**src/dlpg_pkg.sv**
```systemverilog
`timescale 1ns / 1ps
// ----------------------------------------------------------------------------
// dlpg_pkg
// shared types and constants of the dda line point generator
// ----------------------------------------------------------------------------
package dlpg_pkg;

  // output point format
  localparam int unsigned OUT_W    = 14;
  localparam int unsigned OUT_FRAC = 8;

  typedef enum logic [2:0] {
    ST_IDLE,
    ST_PREP,
    ST_DIV_X,
    ST_LOAD_Y,
    ST_DIV_Y,
    ST_LOAD_ACC,
    ST_EMIT
  } state_e;

  // controller to datapath
  typedef struct packed {
    logic load;       // capture endpoints, differences and step count
    logic div_init;   // load remainder with the selected magnitude, clear quotient
    logic div_sel_y;  // divider works on y
    logic div_step;   // one quotient bit
    logic store_x;    // signed quotient into the x increment
    logic store_y;    // signed quotient into the y increment
    logic inc_clear;  // zero-length line: x increment is zero
    logic acc_init;   // accumulators to the first endpoint, point count to zero
    logic emit;       // show one point, advance accumulators
  } cmd_t;

  // datapath to controller
  typedef struct packed {
    logic steps_zero;
    logic last;
  } status_t;

endpackage

```
**src/dlpg_ctrl.sv**
```systemverilog
`timescale 1ns / 1ps
// ----------------------------------------------------------------------------
// dlpg_ctrl
// sequencer: setup, 2 divisions on the shared divider if steps > 0, point walk
// ----------------------------------------------------------------------------
module dlpg_ctrl #(
  parameter int unsigned FRAC_BITS = 8
) (
  input  logic              clk_i,
  input  logic              rst_ni,
  input  logic              start_i,
  output logic              busy_o,
  input  dlpg_pkg::status_t status_i,
  output dlpg_pkg::cmd_t    cmd_o
);
  import dlpg_pkg::*;

  localparam int unsigned CNT_W = $clog2(FRAC_BITS + 1);

  state_e            state_q, state_d;
  logic [CNT_W-1:0]  cnt_q, cnt_d;
  logic              div_last;

  assign div_last = (cnt_q == CNT_W'(FRAC_BITS));

  always_ff @(posedge clk_i or negedge rst_ni) begin
    if (!rst_ni) begin
      state_q <= ST_IDLE;
      cnt_q   <= '0;
    end else begin
      state_q <= state_d;
      cnt_q   <= cnt_d;
    end
  end

  always_comb begin
    state_d = state_q;
    cnt_d   = cnt_q;
    cmd_o   = '0;
    busy_o  = 1'b1;
    case (state_q)
      ST_IDLE: begin
        busy_o = 1'b0;
        if (start_i) begin
          cmd_o.load = 1'b1;
          state_d    = ST_PREP;
        end
      end
      ST_PREP: begin
        cmd_o.div_init = 1'b1;
        cnt_d          = '0;
        if (status_i.steps_zero) begin
          cmd_o.inc_clear = 1'b1;
          state_d         = ST_LOAD_ACC;
        end else begin
          state_d = ST_DIV_X;
        end
      end
      ST_DIV_X: begin
        cmd_o.div_step = 1'b1;
        cnt_d          = cnt_q + 1'b1;
        if (div_last) begin
          state_d = ST_LOAD_Y;
        end
      end
      ST_LOAD_Y: begin
        cmd_o.store_x   = 1'b1;
        cmd_o.div_init  = 1'b1;
        cmd_o.div_sel_y = 1'b1;
        cnt_d           = '0;
        state_d         = ST_DIV_Y;
      end
      ST_DIV_Y: begin
        cmd_o.div_step  = 1'b1;
        cmd_o.div_sel_y = 1'b1;
        cnt_d           = cnt_q + 1'b1;
        if (div_last) begin
          state_d = ST_LOAD_ACC;
        end
      end
      ST_LOAD_ACC: begin
        cmd_o.store_y  = 1'b1;
        cmd_o.acc_init = 1'b1;
        state_d        = ST_EMIT;
      end
      ST_EMIT: begin
        cmd_o.emit = 1'b1;
        if (status_i.last) begin
          state_d = ST_IDLE;
        end
      end
      default: begin
        state_d = ST_IDLE;
      end
    endcase
  end

  a_accept_goes_busy: assert property (@(posedge clk_i) disable iff (!rst_ni)
    (start_i && !busy_o) |=> (state_q == ST_PREP))
    else $error("accepted request did not enter setup");

  a_last_ends_walk: assert property (@(posedge clk_i) disable iff (!rst_ni)
    (state_q == ST_EMIT && status_i.last) |=> (state_q == ST_IDLE))
    else $error("walk did not end on the last point");

  a_div_length: assert property (@(posedge clk_i) disable iff (!rst_ni)
    (state_q == ST_LOAD_Y) |-> ($past(cnt_q) == CNT_W'(FRAC_BITS)))
    else $error("x division ended early");

endmodule

```
**src/dlpg_datapath.sv**
```systemverilog
`timescale 1ns / 1ps
// ----------------------------------------------------------------------------
// dlpg_datapath
// endpoint registers, restoring divider, increment and accumulator registers
// ----------------------------------------------------------------------------
module dlpg_datapath #(
  parameter int unsigned COORD_BITS = 6,
  parameter int unsigned FRAC_BITS  = 8
) (
  input  logic                                clk_i,
  input  logic                                rst_ni,
  input  dlpg_pkg::cmd_t                      cmd_i,
  output dlpg_pkg::status_t                   status_o,
  input  logic signed [COORD_BITS-1:0]        x_start_i,
  input  logic signed [COORD_BITS-1:0]        y_start_i,
  input  logic signed [COORD_BITS-1:0]        x_end_i,
  input  logic signed [COORD_BITS-1:0]        y_end_i,
  output logic signed [dlpg_pkg::OUT_W-1:0]   point_x_o,
  output logic signed [dlpg_pkg::OUT_W-1:0]   point_y_o,
  output logic                                last_point_o,
  output logic                                point_valid_o
);
  import dlpg_pkg::*;

  localparam int unsigned CW  = COORD_BITS;
  localparam int unsigned DW  = CW + 1;              // difference / remainder
  localparam int unsigned QW  = FRAC_BITS + 1;       // quotient magnitude, up to 2^FRAC_BITS
  localparam int unsigned IW  = FRAC_BITS + 2;       // signed increment
  localparam int unsigned AW  = CW + FRAC_BITS + 1;  // accumulator
  localparam int unsigned EW  = AW + OUT_FRAC;
  localparam int unsigned SHR = (FRAC_BITS > OUT_FRAC) ? FRAC_BITS - OUT_FRAC : 0;
  localparam int unsigned SHL = (FRAC_BITS < OUT_FRAC) ? OUT_FRAC - FRAC_BITS : 0;

  logic signed [CW-1:0] xs_q, ys_q;
  logic [CW-1:0]        adx_q, ady_q, steps_q;
  logic                 xneg_q, yneg_q;

  logic signed [DW-1:0] dx, dy, mx, my;
  logic [CW-1:0]        adx_d, ady_d;

  logic [DW-1:0]        rem_q, rem_d, rem_sub;
  logic [QW-1:0]        quo_q, quo_d;
  logic                 quo_bit;

  logic signed [IW-1:0] quo_mag;
  logic signed [IW-1:0] xinc_q, yinc_q;
  logic signed [AW-1:0] accx_q, accy_q;
  logic [CW-1:0]        k_q;

  logic signed [EW-1:0] extx, exty, cvtx, cvty;

  logic signed [OUT_W-1:0] point_x_q, point_y_q;
  logic                    last_q, valid_q;

  // endpoint differences and magnitudes
  always_comb begin
    dx    = DW'(x_end_i) - DW'(x_start_i);
    dy    = DW'(y_end_i) - DW'(y_start_i);
    mx    = dx[DW-1] ? -dx : dx;
    my    = dy[DW-1] ? -dy : dy;
    adx_d = mx[CW-1:0];
    ady_d = my[CW-1:0];
  end

  always_ff @(posedge clk_i) begin
    if (cmd_i.load) begin
      xs_q    <= x_start_i;
      ys_q    <= y_start_i;
      adx_q   <= adx_d;
      ady_q   <= ady_d;
      xneg_q  <= dx[DW-1];
      yneg_q  <= dy[DW-1];
      steps_q <= (adx_d > ady_d) ? adx_d : ady_d;
    end
  end

  // restoring divider: |d| <= steps, so the quotient is 1 integer bit + fraction
  always_comb begin
    quo_bit = (rem_q >= {1'b0, steps_q});
    rem_sub = quo_bit ? rem_q - {1'b0, steps_q} : rem_q;
    rem_d   = {rem_sub[CW-1:0], 1'b0};
    quo_d   = {quo_q[QW-2:0], quo_bit};
  end

  always_ff @(posedge clk_i or negedge rst_ni) begin
    if (!rst_ni) begin
      rem_q <= '0;
      quo_q <= '0;
    end else if (cmd_i.div_init) begin
      rem_q <= {1'b0, cmd_i.div_sel_y ? ady_q : adx_q};
      quo_q <= '0;
    end else if (cmd_i.div_step) begin
      rem_q <= rem_d;
      quo_q <= quo_d;
    end
  end

  assign quo_mag = IW'({1'b0, quo_q});

  always_ff @(posedge clk_i) begin
    if (cmd_i.inc_clear) begin
      xinc_q <= '0;
    end else if (cmd_i.store_x) begin
      xinc_q <= xneg_q ? -quo_mag : quo_mag;
    end
    if (cmd_i.store_y) begin
      yinc_q <= yneg_q ? -quo_mag : quo_mag;
    end
  end

  // accumulators walk from the first endpoint
  always_ff @(posedge clk_i) begin
    if (cmd_i.acc_init) begin
      accx_q <= {xs_q[CW-1], xs_q, {FRAC_BITS{1'b0}}};
      accy_q <= {ys_q[CW-1], ys_q, {FRAC_BITS{1'b0}}};
      k_q    <= '0;
    end else if (cmd_i.emit) begin
      accx_q <= accx_q + {{(AW-IW){xinc_q[IW-1]}}, xinc_q};
      accy_q <= accy_q + {{(AW-IW){yinc_q[IW-1]}}, yinc_q};
      k_q    <= k_q + 1'b1;
    end
  end

  assign status_o.steps_zero = (steps_q == '0);
  assign status_o.last       = (k_q == steps_q);

  // to 8 fraction bits, arithmetic shift rounds toward minus infinity
  always_comb begin
    extx = {{OUT_FRAC{accx_q[AW-1]}}, accx_q};
    exty = {{OUT_FRAC{accy_q[AW-1]}}, accy_q};
    cvtx = (extx <<< SHL) >>> SHR;
    cvty = (exty <<< SHL) >>> SHR;
  end

  always_ff @(posedge clk_i) begin
    if (cmd_i.emit) begin
      point_x_q <= cvtx[OUT_W-1:0];
      point_y_q <= cvty[OUT_W-1:0];
      last_q    <= status_o.last;
    end
  end

  always_ff @(posedge clk_i or negedge rst_ni) begin
    if (!rst_ni) begin
      valid_q <= 1'b0;
    end else begin
      valid_q <= cmd_i.emit;
    end
  end

  assign point_x_o     = point_x_q;
  assign point_y_o     = point_y_q;
  assign last_point_o  = last_q;
  assign point_valid_o = valid_q;

  a_quotient_bound: assert property (@(posedge clk_i) disable iff (!rst_ni)
    cmd_i.div_step |-> (quo_q <= QW'(1 << FRAC_BITS)))
    else $error("quotient grew past one");

  a_gap_after_last: assert property (@(posedge clk_i) disable iff (!rst_ni)
    (valid_q && last_q) |=> !valid_q)
    else $error("point emitted right after the last point");

endmodule

```
**src/dda_line_point_generator_top.sv**
```systemverilog
`timescale 1ns / 1ps
// ----------------------------------------------------------------------------
// dda_line_point_generator_top
// dda line walk: endpoints in, steps+1 fixed-point points out
// ----------------------------------------------------------------------------
// A request is taken when start is high and busy is low. The block then
// runs a setup state, two divisions of FRAC_BITS+1 quotient bits each on one
// shared restoring divider with a load state after each, and then puts out
// steps+1 points, one per cycle, where steps = max(|dx|, |dy|). A zero-length
// line skips both divisions. Each point is valid for exactly one cycle while
// point_valid_o is high and cannot be held off, so the receiver must take
// every point as it comes. last_point_o marks the final one.
module dda_line_point_generator_top #(
  parameter int unsigned COORD_BITS = 6,
  parameter int unsigned FRAC_BITS  = 8
) (
  input  logic                               clk_i,
  input  logic                               rst_ni,
  input  logic                               start,
  output logic                               busy,
  input  logic signed [COORD_BITS-1:0]       x_start_i,
  input  logic signed [COORD_BITS-1:0]       y_start_i,
  input  logic signed [COORD_BITS-1:0]       x_end_i,
  input  logic signed [COORD_BITS-1:0]       y_end_i,
  output logic signed [dlpg_pkg::OUT_W-1:0]  point_x_o,
  output logic signed [dlpg_pkg::OUT_W-1:0]  point_y_o,
  output logic                               last_point_o,
  output logic                               point_valid_o
);
  import dlpg_pkg::*;

  cmd_t    cmd;
  status_t status;

  dlpg_ctrl #(
    .FRAC_BITS (FRAC_BITS)
  ) u_ctrl (
    .clk_i    (clk_i),
    .rst_ni   (rst_ni),
    .start_i  (start),
    .busy_o   (busy),
    .status_i (status),
    .cmd_o    (cmd)
  );

  dlpg_datapath #(
    .COORD_BITS (COORD_BITS),
    .FRAC_BITS  (FRAC_BITS)
  ) u_datapath (
    .clk_i         (clk_i),
    .rst_ni        (rst_ni),
    .cmd_i         (cmd),
    .status_o      (status),
    .x_start_i     (x_start_i),
    .y_start_i     (y_start_i),
    .x_end_i       (x_end_i),
    .y_end_i       (y_end_i),
    .point_x_o     (point_x_o),
    .point_y_o     (point_y_o),
    .last_point_o  (last_point_o),
    .point_valid_o (point_valid_o)
  );

endmodule

```
**config.mk**
```make
export PLATFORM = sky130hd
export DESIGN_NAME = dda_line_point_generator_top
export DESIGN_NICKNAME = d
export VERILOG_FILES = /design/src/dlpg_pkg.sv /design/src/dlpg_ctrl.sv /design/src/dlpg_datapath.sv /design/src/dda_line_point_generator_top.sv
export SDC_FILE = /design/constraint.sdc
export NUM_CORES = 1
export LEC_CHECK = 0
export BUFFER_PORTS_ARGS = -buffer_cell sky130_fd_sc_hd__buf_2
export CAP_MARGIN = 20
export CORE_UTILIZATION = 55
export DETAILED_ROUTE_END_ITERATION = 12
export GPL_ROUTABILITY_DRIVEN = 0
export GPL_TIMING_DRIVEN = 0
export PLACE_DENSITY = 0.77
export SKIP_CTS_REPAIR_TIMING = 1
export SLEW_MARGIN = 20
export SYNTH_ARGS = -nofsm -noshare
export SYNTH_HDL_FRONTEND = slang
export SYNTH_SLANG_ARGS = --single-unit
```
**constraint.sdc**
```tcl
create_clock -name clk_i -period 2.95 [get_ports clk_i]
set_clock_uncertainty 0.2 [all_clocks]
set_input_delay 0.295 -clock clk_i [delete_from_list [all_inputs] [get_ports clk_i]]
set_output_delay 0.295 -clock clk_i [all_outputs]
set_load 0.01 [all_outputs]
```
# After elaboration in Yosys (flattened, before gate mapping)
# Cells that the tools add are included.
# totals
register_bits,141
input_bits,27
output_inout_bits,31
elab_cells,89
# op_classes
addsub,10
n_lt_le_gt_ge,2
n_eq_ne,12
mux,33
reduce_logical,9
# op_table
op,count
$mux W15,4
$add A15 B15 Y15,2
$mux W6,5
$mux W9,3
$pmux W3 S7,1
$mux W3,5
$mux W7,2
$sub A6 B6 Y7,2
$neg A6 Y6,2
$mux W1,11
$mux W10,1
$neg A9 Y10,1
$eq A3 B3 Y1 const B,3
$pmux W4 S2,1
$ge A7 B6 Y1,1
$add A6 B1 Y6 const B,1
$eq A3 B2 Y1 const B,2
$eq A6 B6 Y1,1
$gt A6 B6 Y1,1
$logic_not A6 Y1,1
$reduce_bool A2 Y1,3
$reduce_or A2 Y1,3
$sub A6 B6 Y6,1
$add A4 B1 Y4 const B,1
other kinds (6),8

# Longest topological paths before layout
# Gate-level depths: netlist (run 1).
# depth
word_depth,5
depth_mapped,18
depth_no_buf,18

# Modules after synthesis
# Synthesis (run 1) repeated with hierarchy kept, for this count alone.
# hier_totals
hier_cells,762
hier_area_um2,7877.6
# by_module_without_submodules
module,n_inst,cells_each,area_each_um2,seq_area_each_um2
dlpg_datapath,1,702,7360.8,3558.4
dlpg_ctrl,1,60,516.7,175.2

# Least setup slack after synthesis (run 1)
# No wires, ideal clock.
# synth_path
path_type,input-to-reg
start,input y_end_i[0]
end,"register u_datapath.steps_q[4], data pin"
setup_time_ns,0.260
t_arrival_ns,3.258
required_time_ns,2.490
setup_slack_ns,-0.768
cell_stages,15
n_path_buf,0
cell_sequence,inv_1 > ha_1 > fa_1 > nor2b_1 > o21ai_0 > and2b_1 > xnor2_1 > a2111oi_2 > inv_1 > ha_1 > nand4_1 > nor2_1 > nor2_1 > a21oi_1 > mux2_2
# synth_between
elab_chain_len,5
# synth_lines
item,line,text
start: declaration,dda_line_point_generator_top.sv:24,"input logic signed [COORD_BITS-1:0] y_end_i,"
$sub A6 B6 Y7 *,dlpg_datapath.sv:58,dy = DW'(y_end_i) - DW'(y_start_i);
$neg A6 Y6,dlpg_datapath.sv:60,my = dy[DW-1] ? -dy : dy;
$mux W6 *,dlpg_datapath.sv:60,
net u_datapath.my[4],dlpg_datapath.sv:38,"logic signed [DW-1:0] dx, dy, mx, my;"
$gt A6 B6 Y1,dlpg_datapath.sv:73,steps_q <= (adx_d > ady_d) ? adx_d : ady_d;
$mux W6 *,dlpg_datapath.sv:73,
end signal: assignment,dlpg_datapath.sv:73,
end: declaration,dlpg_datapath.sv:35,"logic [CW-1:0] adx_q, ady_q, steps_q;"
# The timed path passes the listed nets; every way through them passes the cells marked *.
# A chain may end at the register's enable or synchronous reset.

# Worst setup path after layout (run 1)
# layout_path
start,input y_end_i[0]
end,"register u_datapath.steps_q[5], data pin"
# layout_between
elab_chain_len,5
# layout_lines
item,line
$sub A6 B6 Y7 *,dlpg_datapath.sv:58
$neg A6 Y6,dlpg_datapath.sv:60
$mux W6 *,dlpg_datapath.sv:60
net u_datapath.my[4],dlpg_datapath.sv:38
$gt A6 B6 Y1 *,dlpg_datapath.sv:73
$mux W6 *,dlpg_datapath.sv:73
# Marked as above.

==> results.yml, run 1 <==
run_status:
  status: "complete, but fails checks"
  violations: "negative setup slack"
detailed_routing:
  vias: 6244
  first_pass_iters: 7
  drt-total-wl_um: 17800
  drc: 0
  drt_iter0_drc: 476
  vias_per_cell: 5.82
  ant_nets: 0
  wl_per_cell_um: 16.6
floorplan:
  die_h_um: 123
  row_count: 43
  start_util_pct: 57.1
  core-area_mm2: 0.0140
  boundaryPins: 58
  die-area_mm2: 0.0151
  die_w_um: 123
power:
  power_density_mw_per_mm2: 1170
  internal_power_mw: 6.61
  p_seq_share_pct: 32.2
  ir_worst_vdd_mv: 0.508
  pwr-share-clk_pct: 19.0
  leakage_nw: 4.05
  p_sw_mw: 4.43
  sw_frac_of_total_pct: 40.1
  p_comb_share_pct: 48.8
setup_path:
  cp-start-kind: "input port"
  crit_type: "input port to flop"
  required_ns: 2.93
  crit_chain: "buf_8 > inv_12 > ha_4 > fa_2 > nor2b_1 > o21ai_1 > and2b_2 > xnor2_2 > a2111oi_4 > inv_1 > ha_4 > nand4_1 > nor2_2 > nor2_2 > a21oi_4 > mux2_4"
  crit_family: "adder cells"
  critPathMaxStageDelay_ns: 0.49
  critPathMaxFanout: 4
  cp_num_buf_inv: 3
  slowest_stage: "a2111oi_4"
  worstPathArrival_ns: 3.29
  cp-end-kind: "flop"
logic_synthesis:
  yosysWarnings: 0
  yosys.area.top_type: "edfxtp_1"
  synth_cells: 786
  synth_edf_count: 83
  syn-cell-area_mm2: 0.00801
  synth_cell_types: 68
  syn_nets: 874
  syn_area_per_cell_um2: 10.2
  synth_area_leaders: "edfxtp_1 31%, ha_1 8.7%, dfxtp_1 8.0%, dfrtp_1 7.5%, nand2_1 4.3%"
  ys.flop_type: "edfxtp_1"
  async_flop_share_pct: 17.3
  ys_ff_latch: 139
  ys_seq_area_share_pct: 46.6
  yosysTopAreaCellShare_pct: 31.1
global_route:
  grt_max_degree: 40
  grt_pass1_wl_um: 28800
  grt_overflow: 0
  antenna_found_initial: 0
  grt_pass1_vias: 5887
  grt_usage_pct: 25.3
sta:
  fin_crit_ns: 3.31
  slew_headroom_pct: 37.4
  timing.hold.ws_ns: 0.111
  timing.final.ws_setup_ns: -0.358
  setup_viol: 6
  fmax_mhz: 302
  setup_tns_ns: -1.78
  finalHoldViolCount: 0
  worst-slew-pin-transition_ns: 0.939
  rsz0062_at_grt: "yes"
  finalMaxSlewViolations: 0
  final.period_utilization_pct: 112
finish:
  antennaDiodeCount: 0
  nets: 968
  area_growth_pct: 18.0
  drive_gt1_share_pct: 16.0
hold_path:
  hold_path_class: "input port to flop"
placement:
  dp_hpwl_um: 12500
  port_buffers: 57
job:
  max_cap_viol_count: 0
clocking:
  cts_tree: "built"
  numCtsBuffers: 17
  cts.sinks: 139
  clk_pin_slew_ns: 0.06
  max-clock-path-buffers: 2
  clock_latency_ns: 0.44
  root_buffer: "clkbuf_16"
  cts_max_level: 4
[final timing paths]
check	start	cells after the start	slack, ns	to
max	y_end_i[0]	16	-0.36	u_datapath.steps_q[5]
min	start	3	0.11	u_datapath.ady_q[3]
max reg2reg	u_datapath.accx_q[0]	10	0.22	u_datapath.accx_q[12]
min reg2reg	u_datapath.accy_q[11]	0	0.26	u_datapath.point_y_o[11]
max in group asynchronous	rst_ni	2	1.97	u_ctrl.state_q[1]
min in group asynchronous	rst_ni	2	0.19	u_datapath.quo_q[5]
[state kept, by name, summed over array words and instances (netlist names)]
signal and count:
u_ctrl.state_q 3, u_datapath.steps_q 6, u_datapath.point_valid_o 1, u_datapath.quo_q 9, u_datapath.rem_q 7, u_datapath.accx_q 14, u_datapath.ady_q 6, u_datapath.accy_q 14
u_datapath.xs_q 6, u_datapath.xinc_q 10, u_datapath.last_point_o 1, u_datapath.point_y_o 14, u_datapath.ys_q 6, u_datapath.yneg_q 1, u_ctrl.cnt_q 4, u_datapath.point_x_o 14
u_datapath.adx_q 6, u_datapath.k_q 6, u_datapath.yinc_q 10, u_datapath.xneg_q 1
[stage by stage]
stage                     setup slack, ns  instances  power, mW  instance area [um2]  utilization [%]
final                              -0.358       1073       11.0                 9460             67.4
after floorplan                    -0.380        786       7.46                 8090                -
after global placement             -0.952       1023       8.58                 8600             61.2
after CTS                          -0.587       1056       10.9                 9200             65.5
after global routing               -0.464       1073       11.8                 9460             67.4
after detailed placement            -1.01       1024       8.77                 8630             61.4
[worst reg2reg max path, stage by stage, from the launching register on]
cell and delay (ns):
dfxtp_1 0.36, ha_1 0.19, inv_1 0.06, fa_1 0.39, nor2b_1 0.13, o21ai_1 0.08
a21oi_1 0.28, o21ai_0 0.24, o21ai_0 0.29, xnor2_1 0.15, o21ai_0 0.09
[routing by layer]
layer / up-vias / GRT usage (%) / share of wire [%]
met1: 2997 / 32.4 / 44
li1: 3021 / - / -
met3: 33 / 6.27 / 5.3
met4: 0 / 8.77 / 1.6
met5: - / 0 / 0
met2: 193 / 41.7 / 49
[Yosys cell counts (all sizes together), types with 2 or more instances]
| cell | n |
|---|---|
| nand2 | 92 |
| edfxtp | 83 |
| inv | 59 |
| ha | 56 |
| a21oi | 52 |
| o21ai | 41 |
| nor2 | 39 |
| xnor2 | 35 |
| xor2 | 33 |
| dfxtp | 32 |
| dfrtp | 24 |
| buf | 18 |
| clkbuf | 18 |
| nand3 | 18 |
| a21o | 17 |
| mux2i | 17 |
| nor2b | 13 |
| a211oi | 11 |
| a22oi | 10 |
| nand4 | 9 |
| o221ai | 9 |
| mux2 | 8 |
| nor3 | 8 |
| nand2b | 7 |
| a222oi | 6 |
| or3 | 6 |
| a31oi | 5 |
| fa | 5 |
| o21a | 5 |
| o31ai | 5 |
| a22o | 4 |
| or2 | 4 |
| and3 | 3 |
| nand3b | 3 |
| a2111oi | 2 |
| a211o | 2 |
| a21boi | 2 |
| a221oi | 2 |
| a32o | 2 |
| a32oi | 2 |
| and2b | 2 |
| nor4 | 2 |
| o22ai | 2 |
| o311ai | 2 |
[power groups by stage]
stage / Clock, mW / Sequential (mW) / Combinational [mW]
finish: 2.09 / 3.55 / 5.39
global route: 2.19 / 3.64 / 6.01
CTS: 2.10 / 3.55 / 5.24
detailed placement: 0 / 3.58 / 5.19
global placement: 0 / 3.56 / 5.03
floorplan: 0 / 3.56 / 3.89
[final cells by class]
| cell class | count | area [um2] |
|---|---|---|
| Tap cell | 180 | 225 |
| Inverter | 59 | 234 |
| Timing Repair Buffer | 75 | 485 |
| Clock buffer | 18 | 429 |
| Clock inverter | 14 | 146 |
| Buffer | 36 | 154 |
| Sequential cell | 139 | 3730 |
| Fill cell | 1088 | 4580 |
| Multi-Input combinational cell | 552 | 4050 |
[placed cells by master (no fill, tap or decap), drive strengths merged, types with 35 or more instances in the layout]
master  count
nand2      92
edfxtp     83
buf        79
inv        61
ha         56
a21oi      52
o21ai      41
nor2       39
clkbuf     37
xnor2      35
[logic make-up (layout without fill, tap and decap cells)]
kind of cell,count (synthesis),after routing,share of synthesized area (%)
fa+ha+maj,61,61,9.99
flops,139,139,46.6
xor+xnor,68,68,7.53
mux,25,25,3.29
compound gates,189,189,15.9
buf+inv,95,202,4.65
simple gates,209,209,12.0
No activity file was read; power rests on OpenSTA's default activity.
==> run 2: changes to the inputs <==
--- a/config.mk
+++ b/config.mk
@@ -5,8 +5,10 @@
 export SDC_FILE = /design/constraint.sdc
 export NUM_CORES = 1
 export LEC_CHECK = 0
+export ABC_AREA = 1
 export BUFFER_PORTS_ARGS = -buffer_cell sky130_fd_sc_hd__buf_2
 export CAP_MARGIN = 20
+export CORE_ASPECT_RATIO = 0.6
 export CORE_UTILIZATION = 55
 export DETAILED_ROUTE_END_ITERATION = 12
 export GPL_ROUTABILITY_DRIVEN = 0
==> run 2 against run 1 <==
  * The run now ends clean
  * Combinational power decreased by 5.2%
  * Via count increased by 12%
  * Synthesized cell count increased by 22%
  * Die area increased by 1.2%
  * Hold slack got worse by 0.0086 ns
  * Non-clock buffer count decreased by 20
  * Sequential cell count unchanged
  * Worst setup slack improved by 0.45 ns
  * Clock power decreased by 2%
  * Wire length increased by 9.5%
  * Register-to-register slack improved by 0.34 ns
  * Critical endpoint is now u_datapath.steps_q[1]
  * Largest power group unchanged
==> results.yml, run 2 <==
run_status:
  status: "finished, final reports clean"
clocking:
  cts_max_level: 4
  cts.sinks: 139
  clk_pin_slew_ns: 0.06
  clock_latency_ns: 0.44
  root_buffer: "clkbuf_16"
  cts_tree: "built"
  numCtsBuffers: 17
  max-clock-path-buffers: 2
setup_path:
  crit_type: "input port to flop"
  crit_family: "adder cells"
  worst-path-stages: 21
  slowest_stage: "fa_2"
  cp-end-kind: "flop"
  critPathMaxFanout: 8
  worstPathArrival_ns: 2.84
  cp-start-kind: "input port"
  crit_path_end: "u_datapath.steps_q[1]"
  r2r_setup_slack_ns: 0.56
  crit_top_cell: "inv_2"
  crit_start: "x_end_i[0]"
  r2r-end: "u_datapath.accx_q[11]"
  required_ns: 2.93
  rr_worst_depth: 6
  crit_chain: "buf_2 > inv_2 > ha_4 > inv_2 > fa_2 > inv_2 > ha_4 > inv_2 > nor2_2 > nand2_1 > nand2_1 > nand3_2 > nand2_2 > ha_4 > nand2_4 > nor2_4 > o21ai_2 > o211ai_1 > nand2_2 > inv_4 > o21ai_2"
  cp_num_buf_inv: 6
  rr_startpoint: "u_ctrl.state_q[1]"
  critPathMaxStageDelay_ns: 0.58
sta:
  finalMaxSlewViolations: 0
  timing.hold.ws_ns: 0.103
  fin_crit_ns: 2.85
  setup_viol: 0
  finalHoldViolCount: 0
  fmax_mhz: 350
  final.period_utilization_pct: 96.8
  worst-slew-pin-transition_ns: 0.824
  slew_headroom_pct: 45.1
placement:
  dp_hpwl_um: 14200
  port_buffers: 57
  placed_area_mm2: 0.00869
  place_inst: 1206
floorplan:
  die-area_mm2: 0.0152
  die_h_um: 96.0
  boundaryPins: 58
  start_util_pct: 57.9
  die_w_um: 159
  core-area_mm2: 0.0140
  row_count: 33
detailed_routing:
  vias_per_cell: 5.54
  ant_nets: 0
  first_pass_iters: 6
  vias: 6967
  drt_iter0_drc: 592
  drt-total-wl_um: 19500
  wl_per_cell_um: 15.5
  drc: 0
logic_synthesis:
  synth_cell_types: 47
  synth_area_leaders: "edfxtp_1 31%, nand2_1 10%, ha_1 8.6%, dfxtp_1 7.9%, dfrtp_1 7.4%"
  ys_ff_latch: 139
  ys_seq_area_share_pct: 46.1
  syn_area_per_cell_um2: 8.48
  yosysTopAreaCellShare_pct: 30.8
  async_flop_share_pct: 17.3
  yosys.area.top_type: "edfxtp_1"
  syn-cell-area_mm2: 0.00811
  synth_common_cells: "220 x nand2_1, 128 x inv_1, 83 x edfxtp_1"
  ys.flop_type: "edfxtp_1"
  syn_nets: 1044
  synth_edf_count: 83
  synth_cells: 956
  synth.most_common_cell: "nand2_1"
  yosysWarnings: 0
global_route:
  grt_pass1_wl_um: 30600
  antenna_found_initial: 1
  grt_overflow: 0
  grt_usage_pct: 26.2
  grt_max_degree: 40
  grt_pass1_vias: 6179
power:
  ir_worst_vdd_mv: 0.489
  leakage_nw: 4.48
  internal_power_mw: 5.84
  pwr-share-clk_pct: 19.4
  sw_frac_of_total_pct: 44.3
  p_comb_share_pct: 48.7
  power_density_mw_per_mm2: 1090
  p_seq_share_pct: 31.9
  p_sw_mw: 4.65
finish:
  fin_cells: 1258
  nets: 1141
  final_cell_mix: "208 x nand2_1, 118 x inv_1, 83 x edfxtp_1"
  seq_area_mm2: 0.00373
  final_area_mm2: 0.00960
  mostFrequentLayoutCell: "nand2_1"
  utilization_pct: 68.6
  area_growth_pct: 18.5
  antennaDiodeCount: 0
  multiInputGateArea_mm2: 0.00400
  drive_gt1_share_pct: 17.1
  fillCellCount: 1063
job:
  max_cap_viol_count: 0
hold_path:
  hold_path_class: "input port to flop"
==> run 2: worst min-delay path by stage <==
stage	from	to	slack, ns	cells after the start
final	start	u_ctrl.state_q[1]	0.10	5
after detailed placement	rst_ni	u_datapath.point_valid_o	0.13	1
after floorplan	rst_ni	u_ctrl.cnt_q[0]	-0.20	0
after global placement	rst_ni	u_datapath.point_valid_o	0.14	1
after CTS	rst_ni	u_datapath.point_valid_o	-0.32	1
after global routing	start	u_datapath.steps_q[2]	0.12	3
==> run 2: metrics by stage <==
stage               setup slack, ns  TNS, ns  total power [mW]
global placement             -0.423   -15.82              8.02
finish                       0.0955        0              10.5
floorplan                   0.00691        0              6.94
CTS                         -0.0251  -0.0447              10.2
global route                -0.0233  -0.0857              11.3
detailed placement           -0.456    -2.54              8.18
==> run 2: layout make-up <==
cell class / instances / share of cell area (%)
repair buffers: 77 / 4.98
multi-input cells: 669 / 41.6
well taps: 192 / 2.50
clock inverters: 15 / 1.30
flip-flops and latches: 139 / 38.9
clock buffers: 17 / 4.43
plain buffers: 14 / 0.912
inverters: 135 / 5.41
==> run 2: per-layer routing <==
metal | wire, um | GRT usage [%]
met4 | 245 | 7.04
met1 | 9570 | 38.3
met2 | 8030 | 38.8
met3 | 1690 | 6.07
met5 | 0 | 0
==> run 2: worst reg2reg max path, stage by stage, from the launching register on <==
cell     delay (ns)
dfrtp_1        0.37
buf_6          0.19
nand3_2        0.20
inv_2          0.24
buf_2          0.70
nand3_1        0.27
nand2_1        0.10
==> run 2: cell families after synthesis <==
logic type / count (synthesis) / synth area share (%)
AND/OR/NAND/NOR: 416 / 22.4
AO/OA/AOI/OAI: 164 / 11.3
adder cells (fa/ha/maj): 61 / 9.88
buffers and inverters: 149 / 7.43
XOR/XNOR: 27 / 2.92
flip-flops: 139 / 46.1
==> run 2: power groups by stage <==
stage	combinational [mW]	sequential, mW	clock, mW
CTS	4.87	3.33	2.04
global placement	4.66	3.36	0
detailed placement	4.81	3.37	0
floorplan	3.70	3.24	0
global route	5.72	3.41	2.14
finish	5.11	3.35	2.04
